File: src/design/glfm_pkg.sv
`timescale 1ns / 1ps
// ----------------------------------------------------------------------------
// glfm_pkg
// Shared types and constants of the gated LFM chirp generator.
// ----------------------------------------------------------------------------
package glfm_pkg;

    // Bus and register map
    localparam int ADDR_W = 5;
    localparam int DATA_W = 32;

    typedef enum logic [2:0] {
        REG_PHASE_STEP   = 3'd0,
        REG_CHIRP_COEF   = 3'd1,
        REG_START_PHASE  = 3'd2,
        REG_AMPLITUDE    = 3'd3,
        REG_NOISE_GAIN   = 3'd4,
        REG_DELAY        = 3'd5,
        REG_WINDOW_LEN   = 3'd6
    } t_reg_idx;

    // Phase truncation and CORDIC sizing
    localparam int PHASE_BITS    = 16;
    localparam int CORDIC_STAGES = 16;
    localparam int STAGE_IDX_W   = $clog2(CORDIC_STAGES);
    localparam int XW            = 34;   // CORDIC x/y width, covers gain growth
    localparam int ZW            = 32;   // residual angle, 2^32 per turn
    localparam int NW            = 20;   // scaled noise term width
    localparam int MW            = 18;   // delayed time width

    // 1/K in Q16
    localparam logic [15:0] INV_GAIN_Q16 = 16'd39797;

    // Reset values
    localparam logic [14:0] AMPLITUDE_RESET = 15'd16384;
    localparam logic [15:0] WINDOW_RESET    = 16'd1024;
    localparam logic [30:0] X0_RESET        = 31'd652034048;  // 16384 * 39797

    // Quadrant of the folded phase
    typedef enum logic [1:0] {
        QUAD_0 = 2'd0,
        QUAD_1 = 2'd1,
        QUAD_2 = 2'd2,
        QUAD_3 = 2'd3
    } t_quad;

    // Live configuration, plus the precomputed CORDIC start magnitude
    typedef struct packed {
        logic        [31:0] phase_step;
        logic        [31:0] chirp_coef;
        logic        [15:0] start_phase;
        logic        [14:0] amplitude;
        logic        [14:0] noise_gain;
        logic signed [16:0] delay;
        logic        [15:0] window_len;
        logic        [30:0] x0;
    } t_cfg;

    // Per-item sideband that rides along the rotation pipeline
    typedef struct packed {
        logic signed [MW-1:0] m;
        logic                 in_win;
        logic signed [NW-1:0] nre;
        logic signed [NW-1:0] nim;
        t_quad                quad;
    } t_side;

    // Rotation angles, 2^32 per turn
    function automatic logic [ZW-1:0] atan_turn(input logic [STAGE_IDX_W-1:0] idx);
        logic [ZW-1:0] v;
        case (idx)
            4'd0:    v = 32'h20000000;
            4'd1:    v = 32'h12E4051E;
            4'd2:    v = 32'h09FB385B;
            4'd3:    v = 32'h051111D4;
            4'd4:    v = 32'h028B0D43;
            4'd5:    v = 32'h0145D7E1;
            4'd6:    v = 32'h00A2F61E;
            4'd7:    v = 32'h00517C55;
            4'd8:    v = 32'h0028BE53;
            4'd9:    v = 32'h00145F2F;
            4'd10:   v = 32'h000A2F98;
            4'd11:   v = 32'h000517CC;
            4'd12:   v = 32'h00028BE6;
            4'd13:   v = 32'h000145F3;
            4'd14:   v = 32'h0000A2FA;
            4'd15:   v = 32'h0000517D;
            default: v = '0;
        endcase
        return v;
    endfunction

endpackage

File: src/design/glfm_regs.sv
`timescale 1ns / 1ps
// ----------------------------------------------------------------------------
// glfm_regs
// APB register file holding the chirp configuration.
// ----------------------------------------------------------------------------
module glfm_regs (
    input  logic                          i_clk,
    input  logic                          i_rst_n,
    input  logic                          psel,
    input  logic                          penable,
    input  logic                          pwrite,
    input  logic [glfm_pkg::ADDR_W-1:0]   paddr,
    input  logic [glfm_pkg::DATA_W-1:0]   pwdata,
    output logic [glfm_pkg::DATA_W-1:0]   prdata,
    output logic                          pready,
    output glfm_pkg::t_cfg                o_cfg
);

    logic        [31:0] r_phase_step;
    logic        [31:0] r_chirp_coef;
    logic        [15:0] r_start_phase;
    logic        [14:0] r_amplitude;
    logic        [14:0] r_noise_gain;
    logic signed [16:0] r_delay;
    logic        [15:0] r_window_len;
    logic        [30:0] r_x0;

    glfm_pkg::t_reg_idx w_idx;
    logic               w_wr;
    logic        [30:0] n_x0;

    assign w_idx  = glfm_pkg::t_reg_idx'(paddr[4:2]);
    assign w_wr   = psel && penable && pwrite;
    assign pready = 1'b1;

    // Register writes
    always_ff @(posedge i_clk) begin
        if (!i_rst_n) begin
            r_phase_step  <= '0;
            r_chirp_coef  <= '0;
            r_start_phase <= '0;
            r_amplitude   <= glfm_pkg::AMPLITUDE_RESET;
            r_noise_gain  <= '0;
            r_delay       <= '0;
            r_window_len  <= glfm_pkg::WINDOW_RESET;
        end else if (w_wr) begin
            case (w_idx)
                glfm_pkg::REG_PHASE_STEP:  r_phase_step  <= pwdata;
                glfm_pkg::REG_CHIRP_COEF:  r_chirp_coef  <= pwdata;
                glfm_pkg::REG_START_PHASE: r_start_phase <= pwdata[15:0];
                glfm_pkg::REG_AMPLITUDE:   r_amplitude   <= pwdata[14:0];
                glfm_pkg::REG_NOISE_GAIN:  r_noise_gain  <= pwdata[14:0];
                glfm_pkg::REG_DELAY:       r_delay       <= $signed(pwdata[16:0]);
                glfm_pkg::REG_WINDOW_LEN:  r_window_len  <= pwdata[15:0];
                default: ;
            endcase
        end
    end

    // Gain-compensated CORDIC start magnitude, follows amplitude
    assign n_x0 = 31'(r_amplitude) * 31'(glfm_pkg::INV_GAIN_Q16);

    always_ff @(posedge i_clk) begin
        if (!i_rst_n) begin
            r_x0 <= glfm_pkg::X0_RESET;
        end else begin
            r_x0 <= n_x0;
        end
    end

    // Read back
    always_comb begin
        case (w_idx)
            glfm_pkg::REG_PHASE_STEP:  prdata = r_phase_step;
            glfm_pkg::REG_CHIRP_COEF:  prdata = r_chirp_coef;
            glfm_pkg::REG_START_PHASE: prdata = {16'd0, r_start_phase};
            glfm_pkg::REG_AMPLITUDE:   prdata = {17'd0, r_amplitude};
            glfm_pkg::REG_NOISE_GAIN:  prdata = {17'd0, r_noise_gain};
            glfm_pkg::REG_DELAY:       prdata = {15'd0, r_delay};
            glfm_pkg::REG_WINDOW_LEN:  prdata = {16'd0, r_window_len};
            default:                   prdata = '0;
        endcase
    end

    assign o_cfg.phase_step  = r_phase_step;
    assign o_cfg.chirp_coef  = r_chirp_coef;
    assign o_cfg.start_phase = r_start_phase;
    assign o_cfg.amplitude   = r_amplitude;
    assign o_cfg.noise_gain  = r_noise_gain;
    assign o_cfg.delay       = r_delay;
    assign o_cfg.window_len  = r_window_len;
    assign o_cfg.x0          = r_x0;

endmodule

File: config.mk
export PLATFORM = sky130hd
export DESIGN_NAME = glfm_regs
export DESIGN_NICKNAME = d
export VERILOG_FILES = /design/src/design/glfm_pkg.sv /design/src/design/glfm_regs.sv
export SDC_FILE = /design/constraint.sdc
export NUM_CORES = 1
export LEC_CHECK = 0
export BUFFER_PORTS_ARGS = -buffer_cell sky130_fd_sc_hd__buf_4
export CAP_MARGIN = 20
export CORE_MARGIN = 10
export CORE_UTILIZATION = 60
export CTS_CLUSTER_DIAMETER = 120
export CTS_CLUSTER_SIZE = 25
export DETAILED_ROUTE_END_ITERATION = 12
export GPL_ROUTABILITY_DRIVEN = 0
export PLACE_DENSITY = 0.87
export SLEW_MARGIN = 30
export SYNTH_ARGS = -nofsm -noshare
export SYNTH_HDL_FRONTEND = slang
export SYNTH_SLANG_ARGS = --single-unit
File: constraint.sdc
create_clock -name i_clk -period 9.99 [get_ports i_clk]
set_clock_uncertainty 0.15 [all_clocks]
set_input_delay 0.999 -clock i_clk [delete_from_list [all_inputs] [get_ports i_clk]]
set_output_delay 0.999 -clock i_clk [all_outputs]
set_load 0.05 [all_outputs]
==> impl_results.md, run 1 <==
* WP data required at 10210 ps
* Synthesis Warnings at 0
* WP depth at 18
* Die area at 25420 µm²
* Worst path bufs/invs at 4
* Worst slew pin tran at 922.9 ps
* Drt wl/cell at 21.15 µm
* Reg2Reg Setup Slack at about 3700 ps
* Vias at 10800
* Initial Util at 0.6174
* CP Max Fanout at 9
* Post-synth cell types at 62
* Largest delay share family, worst path: adder cells
* Async S/R FF share, synth at 0
* R2R depth at 18
* Clock buffer depth at 2
* Share of layout cells above drive strength 1 at 0.2018
* Antenna Cells at 0
* Leak pwr at slightly below 0.007 µW
* CP startpoint kind: flip-flop
* Number of fillers in the final layout at about 1300
* Crit path max-delay cell type: dfxtp_1
* Initial antenna violation count at 0
* CTS buffer count at 17
* Final hold violation count at 0
* Worst-Skew Late Latency at 440 ps
* Pin count of the biggest net entering global routing at 110
* Die Span X at 159.4 µm
* FF-to-FF End: r_x0[29]
* Total clock sinks at 174
* Commonest non-fill, non-tap cell in the layout: nand2_1
* Setup CP Type: flip-flop to flip-flop
* Reg-to-reg startpoint: r_amplitude[4]
* Number of global-route vias before repair at 11180
* Routed vias/inst at 5.848
* CP Capture Type: flip-flop
* Netlist Area Pre-Place at between 10000 and 15000 µm²
* WHS Endpoint: r_phase_step[5]
* Final wirelength at 39.04 mm
* I/O pins at 249
* Drt pass-1 iters at 5
* DRT antenna net count at 0
* Tot Pwr at approximately 1600 µW
* Post-synth top area share at 0.2986
* Pwr per Cell Area at 110.8 nW/µm²
* Worst slack, placed at 3949 ps
* Clock Tree Root: clkbuf_16
* Cells after synthesis at 1371
* Worst Path Arrival at 6480 ps
* RSZ-0062 raised after global routing: false
* DR DRC count at 0
* H-tree levels at 4
* TNS Setup at 0 ps
* First DRT Iteration DRCs at ~1000
* Final min period at between 6000 and 7000 ps
* CTS tree: yes
* Core footprint at between 15000 and 20000 µm²
* CP Cell Sequence: inv_1 -> ha_1 -> fa_1 -> inv_1 -> fa_1 -> inv_1 -> fa_1 -> inv_1 -> fa_1 -> fa_1 -> ha_1 -> a21oi_2 -> o22ai_1 -> or2_1 -> o311ai_1 -> a21oi_1 -> o21a_1 -> o21ai_1
* Post_cts resized at 0
* Post-synth EDFFs at 0
* Post-CTS setup buffer count at 0
* Multi-input logic area at 7391 µm²
* Synth area leader: dfxtp_1
* Most frequent cells in the layout: nand2_1 (340), buf_4 (251), dfxtp_1 (174)
* Largest stage delay on the critical path at 670 ps
* Syn nets at roughly 1600
* Cell Rows at 50
* Status: finished, final reports clean
* Max Fclk at 159.5 MHz
* Cell repeated most along the worst path: fa_1
* Final worst slack at 3721 ps
* Area growth syn-to-layout at 21.78%
* # nets final at between 1500 and 2000
* Number of buffers inserted by hold repair at cts at 0
* Port buffer count at between 200 and 250
* Register area share after synthesis at 0.2986
* Remaining global-route overflow at 0
* Max cap viols at 0
* Final Max Tran Viols at 0
* Hold Path Depth at 2
* Post-Syn Area per Cell at 8.508 µm²
* First-pass GRT wire length at 60.73 mm
* Clock-pin slew on the worst setup and hold paths at 70 ps
* Period utilization at 0.6275
* Post-DP HPWL at 28.66 mm
* GRT Total Usage at 0.2974
* Maximum vdd ir drop at 0.1305 mV
* Synth top area cells: dfxtp_1 (30%), fa_1 (16%), ha_1 (12%)
* Die H at 159.4 µm
* Commonest register cell after synthesis: dfxtp_1
* Synthesis-stage register bit count at around 170
* Slew margin rel. at 0.3847
* Min-Delay Startpoint: r_phase_step[5]
* End-of-flow core utilization at 0.7519
* # setup viols final at 0
* Sequential cell area at 3483 µm²
* Worst hold path type: flip-flop to flip-flop
## layer usage
metal / wire [µm] / up-vias / GRT usage / part of all wire
met5: 0 / - / 0 / 0
met2: 19460 / 597 / 0.5213 / 0.50
met3: 4333 / 133 / 0.1108 / 0.11
met1: 13570 / 5170 / 0.3107 / 0.35
li1: - / 4895 / - / -
met4: 1680 / 0 / 0.1352 / 0.043
## cells in the mapped netlist (5+ instances only)
cell type  instances
nand3_1           10
nand2_1          340
o22ai_1            6
dfxtp_1          174
a32oi_1            7
fa_1              93
ha_1             110
xnor2_1            8
a21oi_1          173
nor3_1            11
nor2_1            59
mux2i_1           33
clkbuf_1          45
and2_1             6
o21bai_1           6
nand4_1            9
a221oi_1           5
mux4_2             7
buf_2             17
a31oi_1            5
xor2_1            10
o21ai_0           18
a21o_1             5
o21a_1             6
inv_1            140
mux2_2             6
## worst min-delay path, cell delays in order (launching register included)
cell and delay [ps]:
dfxtp_1 320, nand2_1 50, a21oi_1 50
## worst max-delay path by stage
stage                   start       end  slack [ps]
2_1_floorplan  r_amplitude[4]  r_x0[23]        4380
3_3_place_gp   r_amplitude[4]  r_x0[29]        4120
3_5_place_dp   r_amplitude[4]  r_x0[29]        3950
4_1_cts        r_amplitude[4]  r_x0[29]        3890
5_1_grt        r_amplitude[4]  r_x0[29]        3550
6_report       r_amplitude[4]  r_x0[29]        3720
## cell type report
| cell class | count | share of cell area |
|---|---|---|
| inverter | 142 | 0.03770 |
| timing repair buffer | 252 | 0.1334 |
| sequential | 174 | 0.2452 |
| clock inverter | 11 | 0.008367 |
| multi-input combinational | 987 | 0.5203 |
| clock buffer | 20 | 0.03215 |
| tap | 260 | 0.02290 |
## through the flow
stage / cells / cell area (µm²) / hold WS [ps]
3_5_place_dp: 1815 / 13620 / 312.5
4_1_cts: 1846 / 14200 / 321.4
6_report: 1846 / 14210 / 319.6
5_1_grt: 1846 / 14210 / 340.5
3_3_place_gp: 1815 / 13610 / 304.1
2_1_floorplan: 1371 / 11660 / 391.9
## kinds of logic after synthesis
kind of cell,Yosys count,share of synthesized area
and+or+nand+nor,462,0.1613
AOI/OAI and AO/OA,257,0.1306
buffers and inverters,210,0.07036
adders and majority gates,203,0.2776
DFF,174,0.2986
muxes,46,0.04762
xor gates and xnor gates,18,0.01351
other,1,0.0003215
## state kept, by name, indices dropped and copies added, names as in the netlist
signal / count
r_window_len: 16
r_noise_gain: 15
r_x0: 31
r_start_phase: 16
r_delay: 17
r_chirp_coef: 32
r_amplitude: 15
r_phase_step: 32
## power breakdown
group | switching, µW | total [µW] | internal (µW) | leakage (µW)
clock | 308 | 671 | 363 | 0.000286
sequential | 5.99 | 707 | 701 | 0.00140
combinational | 134 | 196 | 61.6 | 0.00504
total | 448 | 1570 | 1130 | 0.00673
No activity file was read; power rests on OpenSTA's default activity.
==> inputs of run 2 (changes only) <==
ABC_AREA = 1   (was not set)
CORE_UTILIZATION = 56   (was 60)
PLACE_DENSITY = 0.82   (was 0.87)
clock period = 6 ns   (was 9.99 ns; I/O delays follow)
==> impl_results.md, run 2 <==
* Clock Tree Root: clkbuf_16
* Drt pass-1 iters at 7 (+2)
* Worst Path Arrival at 5650 ps (-830 ps)
* Register area share after synthesis at 0.2976 (-0.0009896)
* Remaining global-route overflow at 0 (unchanged)
* Number of global-route vias before repair at 11570 (+3.5%)
* Final worst slack at 506.1 ps (-3215 ps)
* Busiest grt layer: met2
* Netlist Area Pre-Place at 11700 µm² (+0.33%)
* Final wirelength at 39.51 mm (+1.2%)
* Final Max Tran Viols at 0 (unchanged)
* Largest stage delay on the critical path at 550 ps (-120 ps)
* Post-Synth Adder-Cell Area at 0.2767 (-0.0009200)
* Post-synth EDFFs at 0 (unchanged)
* Worst hold path type: input pin to flip-flop
* RSZ-0062 raised after global routing: false
* Commonest non-fill, non-tap cell in the layout: nor2_1
* Initial Util at 0.5729 (-0.04454)
* Share of layout cells above drive strength 1 at 0.1716 (-0.03019)
* H-tree levels at 4 (unchanged)
* TNS Setup at 0 ps (unchanged)
* GRT Total Usage at 0.2910 (-0.006483)
* Async S/R FF share, synth at 0 (unchanged)
* Clock-pin slew on the worst setup and hold paths at 80 ps (about the same)
* First DRT Iteration DRCs at 899 (-14%)
* Worst-Skew Late Latency at 440 ps (about the same)
* Vias at 11160 (+3.3%)
* Die H at 164.6 µm (+3.2%)
* Hold Path Depth at 3 (+1)
* Status: finished, final reports clean
* Met3 GRT Util at 0.1065 (-0.004220)
* Max cap viols at 0 (unchanged)
* Synth area leader: dfxtp_1
* Cells after synthesis at 1531 (+12%)
* Post-synthesis xor/xnor area fraction at 0 (-0.01351)
* Total clock sinks at 174 (unchanged)
* Pin count of the biggest net entering global routing at 84 (-24%)
* Maximum vdd ir drop at 0.1910 mV (+46%)
* Post-Syn Area per Cell at 7.644 µm² (-10%)
* GRT met2 Usage at 0.4985 (-0.02279)
* R2R depth at 20 (+2)
* Synth cell count leaders: nor2_1 (321), inv_1 (231), nand2_1 (217), dfxtp_1 (174), o21ai_0 (158)
* Post-CTS setup buffer count at 0 (unchanged)
* Multi-input logic area at 7108 µm² (-3.8%)
* Final Non-Filler Cells at 2036 (+10%)
* CP Max Fanout at 7 (-2)
* Setup CP Type: flip-flop to flip-flop
* # nets final at 1998 (+9.8%)
* Dpl cell area at 13770 µm² (+1.1%)
* CTS buffer count at 17 (unchanged)
* Core footprint at 20430 µm² (+8.1%)
* Pwr per Cell Area at 195.5 nW/µm² (+76%)
* Area growth syn-to-layout at 22.77%
* Die area at 27080 µm² (+6.5%)
* CP Cell Sequence: inv_1 -> ha_1 -> fa_1 -> inv_1 -> fa_1 -> inv_1 -> fa_1 -> inv_1 -> fa_1 -> fa_1 -> ha_1 -> nand2_1 -> nor2_1 -> nand3_1 -> nand3_1 -> inv_1 -> nor2_1 -> nor2_1 -> nand2_1 -> nand3_1
* Synthesis-stage register bit count at 174 (unchanged)
* WP data required at 6160 ps (-4050 ps)
* Main combinational cell family by area after synthesis: adder cells
* Fin area at 14370 µm² (+1.1%)
* Dominant cell by count in the synthesized netlist: nor2_1
* Sequential cell area at 3483 µm² (unchanged)
* Placed cell count at 2004 (+10%)
* Post-synth cell types at 32 (-48%)
* Cell Rows at 52 (+4.0%)
* Final hold violation count at 0 (unchanged)
* Max Fclk at 182.0 MHz (+14%)
* Final min period at 5494 ps (-775.3 ps)
* Reg-to-reg startpoint: r_amplitude[4]
* I/O pins at 249 (unchanged)
* Clock buffer depth at 2 (unchanged)
* Number of buffers inserted by hold repair at cts at 0 (unchanged)
* Period utilization at 0.9156 (+0.2881)
* Slew margin rel. at 0.4478 (+0.06302)
* Post-synthesis compound-gate area fraction at 0.1234 (-0.007275)
* Post-synth top area share at 0.2976 (-0.0009896)
* Drt wl/cell at 19.41 µm (-8.2%)
* Post_cts resized at 0 (unchanged)
* Worst slack, placed at 590.1 ps (-3359 ps)
* Post-DP HPWL at 29.69 mm (+3.6%)
* Crit path launch: r_amplitude[4]
* Post-Synth Simple-Gate Area at 0.2059 (+0.04458)
* Min-Delay Startpoint: pwdata[27]
* Antenna Cells at 0 (unchanged)
* End-of-flow core utilization at 0.7033 (-0.04859)
* Most frequent cells in the layout: nor2_1 (321), buf_4 (257), inv_1 (231)
* Synth top area cells: dfxtp_1 (30%), fa_1 (16%), ha_1 (12%)
* CP startpoint kind: flip-flop
* Die Span X at 164.6 µm (+3.2%)
* DR DRC count at 0 (unchanged)
* Number of fillers in the final layout at 1640 (+24%)
* Commonest register cell after synthesis: dfxtp_1
* Routed vias/inst at 5.479 (-6.3%)
* First-pass GRT wire length at 62.22 mm (+2.5%)
* Syn nets at 1776 (+9.9%)
* Crit path max-delay cell type: dfxtp_1
* Leak pwr at 0.007727 µW (+15%)
* DRT antenna net count at 0 (unchanged)
* Worst slew pin tran at 825.7 ps (-97.22 ps)
* CTS tree: yes
* # setup viols final at 0 (unchanged)
* Synthesis Warnings at 0 (unchanged)
* CP Capture Type: flip-flop
* Initial antenna violation count at 0 (unchanged)
* Largest registers: r_chirp_coef: 32 flops, r_phase_step: 32 flops, r_x0: 31 flops
* Mux cell area share after synthesis at 0 (-0.04762)
* Port buffer count at 245 (unchanged)
* Met1 Resource Use GR at 0.3147 (+0.003986)
==> run 2: changes by cell type after synthesis, moves of 7 or more <==
cell      change
nand3_1      +30
a32oi_1       -7
nand2_1     -123
inv_1        +91
xnor2_1       -8
nor2_1      +262
xor2_1       -10
mux2i_1      -33
nor3_1        -7
mux4_2        -7
o21ai_0     +140
a22o_1       +28
a21oi_1     -124
clkbuf_1      -9
==> run 2: where the power goes <==
group | internal (µW) | switching, µW
logic | 151 | 331
clock network | 578 | 552
registers | 1180 | 16.9
total | 1910 | 900
==> run 2: worst max-delay path: cells and delay by family (launching register included) <==
family | cells | cell delay (ps)
adders and majority gates | 7 | 3230
DFF | 1 | 550
and+or+nand+nor | 8 | 960
buffers and inverters | 5 | 480
==> run 2: path summary, 6_finish.rpt <==
check                     end  slack [ps]
max                  r_x0[20]         510
min          r_chirp_coef[27]         230
max reg2reg          r_x0[20]         510
min reg2reg   r_chirp_coef[0]         320
==> run 2: cells by family (layout without fill, tap and decap cells) <==
| group | after synthesis | after routing |
|---|---|---|
| adder cells (fa/ha/maj) | 203 | 203 |
| other | 1 | 1 |
| buffers and inverters | 291 | 526 |
| AO/OA/AOI/OAI | 256 | 256 |
| AND/OR/NAND/NOR | 606 | 606 |
| flip-flops | 174 | 174 |
==> run 2: layer usage <==
| layer | vias to the layer above | share of wire |
|---|---|---|
| met2 | 532 | 0.49 |
| met4 | 0 | 0.045 |
| met1 | 5253 | 0.36 |
| met3 | 101 | 0.11 |
| li1 | 5269 | - |
| met5 | - | 0 |
==> run 2: layout make-up <==
| class | instances | area share |
|---|---|---|
| Clock buffer | 19 | 0.03152 |
| Inverter | 236 | 0.06165 |
| Timing Repair Buffer | 258 | 0.1362 |
| Clock inverter | 13 | 0.01001 |
| Multi-Input combinational cell | 1066 | 0.4947 |
| Tap cell | 270 | 0.02351 |
| Sequential cell | 174 | 0.2424 |
==> run 2: metrics by stage <==
step                hold WS, ps  total power (µW)
floorplan                 351.1              1537
global placement          310.4              1679
detailed placement        310.3              1692
CTS                       230.3              2803
global route              249.4              2906
finish                    231.9              2809
==> inputs of run 3 (changes only) <==
CORE_UTILIZATION = 55   (was 56)
CTS_BUF_LIST = sky130_fd_sc_hd__clkbuf_4 sky130_fd_sc_hd__clkbuf_8 sky130_fd_sc_hd__clkbuf_16   (was not set)
PLACE_DENSITY = 0.8   (was 0.82)
==> impl_results.md, run 3 (synthesized netlist as in run 2, its figures left out) <==
* Area growth syn-to-layout at 22.49%
* Pwr per Cell Area at 195.5 nW/µm² (about the same)
* Clock buffer depth at 2 (unchanged)
* Post_cts resized at 0 (unchanged)
* RSZ-0062 raised after global routing: false
* Port buffer count at 245 (unchanged)
* Drt pass-1 iters at 6 (-1)
* Commonest non-fill, non-tap cell in the layout: nor2_1
* Clock Tree Root: clkbuf_16
* Clk network pwr share at 0.404 (+0.002)
* WP data required at 6160 ps (about the same)
* Internal at 1907 µW (about the same)
* WHS at 221.5 ps (-10.39 ps)
* Max Fclk at 180.1 MHz (-1.1%)
* Initial antenna violation count at 0 (unchanged)
* Number of buffers inserted by hold repair at cts at 0 (unchanged)
* Share of layout cells above drive strength 1 at 0.1707 (-0.0008425)
* Total clock sinks at 174 (unchanged)
* CTS tree: yes
* Number of global-route vias before repair at 11200 (-3.2%)
* Final min period at 5554 ps (+59.81 ps)
* Period utilization at 0.9256 (+0.009969)
* CP Capture Type: flip-flop
* Status: finished, final reports clean
* Worst slew pin tran at 952.0 ps (+126.3 ps)
* Routed wl met2 at 18.77 mm (-2.1%)
* Reg power frac at 0.427 (about the same)
* CTS buffer count at 17 (unchanged)
* Largest registers: r_chirp_coef: 32 flops, r_phase_step: 32 flops, r_x0: 31 flops
* I/O pins at 249 (unchanged)
* Core footprint at 20960 µm² (+2.6%)
* Clock-pin slew on the worst setup and hold paths at 80 ps (about the same)
* Post-CTS setup buffer count at 0 (unchanged)
* CP startpoint kind: flip-flop
* Worst Path Arrival at 5710 ps (+60 ps)
* DR WL met3 at 4.131 mm (-3.4%)
* Worst hold path type: input pin to flip-flop
* Die H at 165.9 µm (+0.80%)
* Tot Pwr at 2803 µW (-0.20%)
* Sw frac at 0.3196 (-0.0008603)
* P_sw at 895.9 µW (-0.47%)
* Final hold violation count at 0 (unchanged)
* Setup CP Type: flip-flop to flip-flop
* Leak pwr at 0.007710 µW (-0.22%)
* Remaining global-route overflow at 0 (unchanged)
* TNS Setup at 0 ps (unchanged)
* Die area at 27510 µm² (+1.6%)
* Vias at 11160 (+0.072%)
* Max cap viols at 0 (unchanged)
* Maximum vdd ir drop at 0.1987 mV (+4.0%)
* Antenna Cells at 0 (unchanged)
* DRT antenna net count at 0 (unchanged)
* First DRT Iteration DRCs at 832 (-7.5%)
* Post-DP HPWL at 29.14 mm (-1.8%)
* Gate power share at 0.170 (-0.002)
* Routed vias/inst at 5.477 (about the same)
* Die Span X at 165.9 µm (+0.80%)
* First-pass GRT wire length at 60.37 mm (-3.0%)
* Max layer used: met4
* Worst-Skew Late Latency at 440 ps (about the same)
* Final wirelength at 38.77 mm (-1.9%)
* Met1 wire length at 13.91 mm (-2.7%)
* Pin count of the biggest net entering global routing at 113 (+35%)
* Slew margin rel. at 0.3653 (-0.08244)
* Initial Util at 0.5585 (-0.01437)
* # nets final at 1995 (-0.15%)
* Drt wl/cell at 19.02 µm (-2.0%)
* # setup viols final at 0 (unchanged)
* DR DRC count at 0 (unchanged)
* H-tree levels at 4 (unchanged)
* Final Max Tran Viols at 0 (unchanged)
* GRT Total Usage at 0.2704 (-0.02058)
* Cell Rows at 53 (+1.9%)
* Most frequent cells in the layout: nor2_1 (321), buf_4 (255), inv_1 (231)
* CP Max Fanout at 7 (unchanged)
run 3: power groups by stage:
| stage | Sequential (µW) | Combinational, µW | Clock (µW) |
|---|---|---|---|
| after floorplan | 1310 | 230 | 0 |
| after global placement | 1220 | 456 | 0 |
| after detailed placement | 1220 | 467 | 0 |
| after CTS | 1200 | 473 | 1140 |
| after global routing | 1200 | 523 | 1180 |
| final | 1200 | 476 | 1130 |
run 3: final timing paths:
check,from,end,slack (ps),cells after the start
worst max-delay path,r_amplitude[4],r_x0[20],450,20
worst min-delay path,pwdata[23],r_chirp_coef[23],220,3
worst max register to register,r_amplitude[4],r_x0[20],450,20
worst min register to register,r_window_len[10],r_window_len[10],350,2
run 3: final cells by class:
cell class | instances | area (µm²)
clock buffers | 19 | 452.9
flip-flops and latches | 174 | 3483
fillers | 1740 | 6619
inverters | 236 | 885.9
clock inverters | 13 | 145.1
multi-input cells | 1066 | 7111
repair buffers | 255 | 1914
well taps | 275 | 344.1
run 3: metal layers:
metal | up-vias | global-route usage
met5 | - | 0
met4 | 0 | 0.1337
met3 | 124 | 0.09465
met2 | 549 | 0.4671
met1 | 5227 | 0.2874
li1 | 5263 | -
run 3: metrics by stage:
stage                       util  instance area [µm²]  setup slack [ps]  std cells
final                     0.6841                14340             446.3       2038
after global routing      0.6841                14340             172.1       2038
after CTS                 0.6841                14340             485.2       2038
after detailed placement  0.6556                13740             568.3       2006
after floorplan                -                11700             762.0       1531
after global placement    0.6555                13740             639.9       2006
run 3: critical path: stages (launching register included):
cell and delay (ps):
dfxtp_1 570, inv_1 260, ha_1 400, fa_1 510, inv_1 60, fa_1 510
inv_1 60, fa_1 530, inv_1 50, fa_1 450, fa_1 460, ha_1 370
nand2_1 140, nor2_1 200, nand3_1 110, nand3_1 190, inv_1 60, nor2_1 140
nor2_1 60, nand2_1 50, nand3_1 80
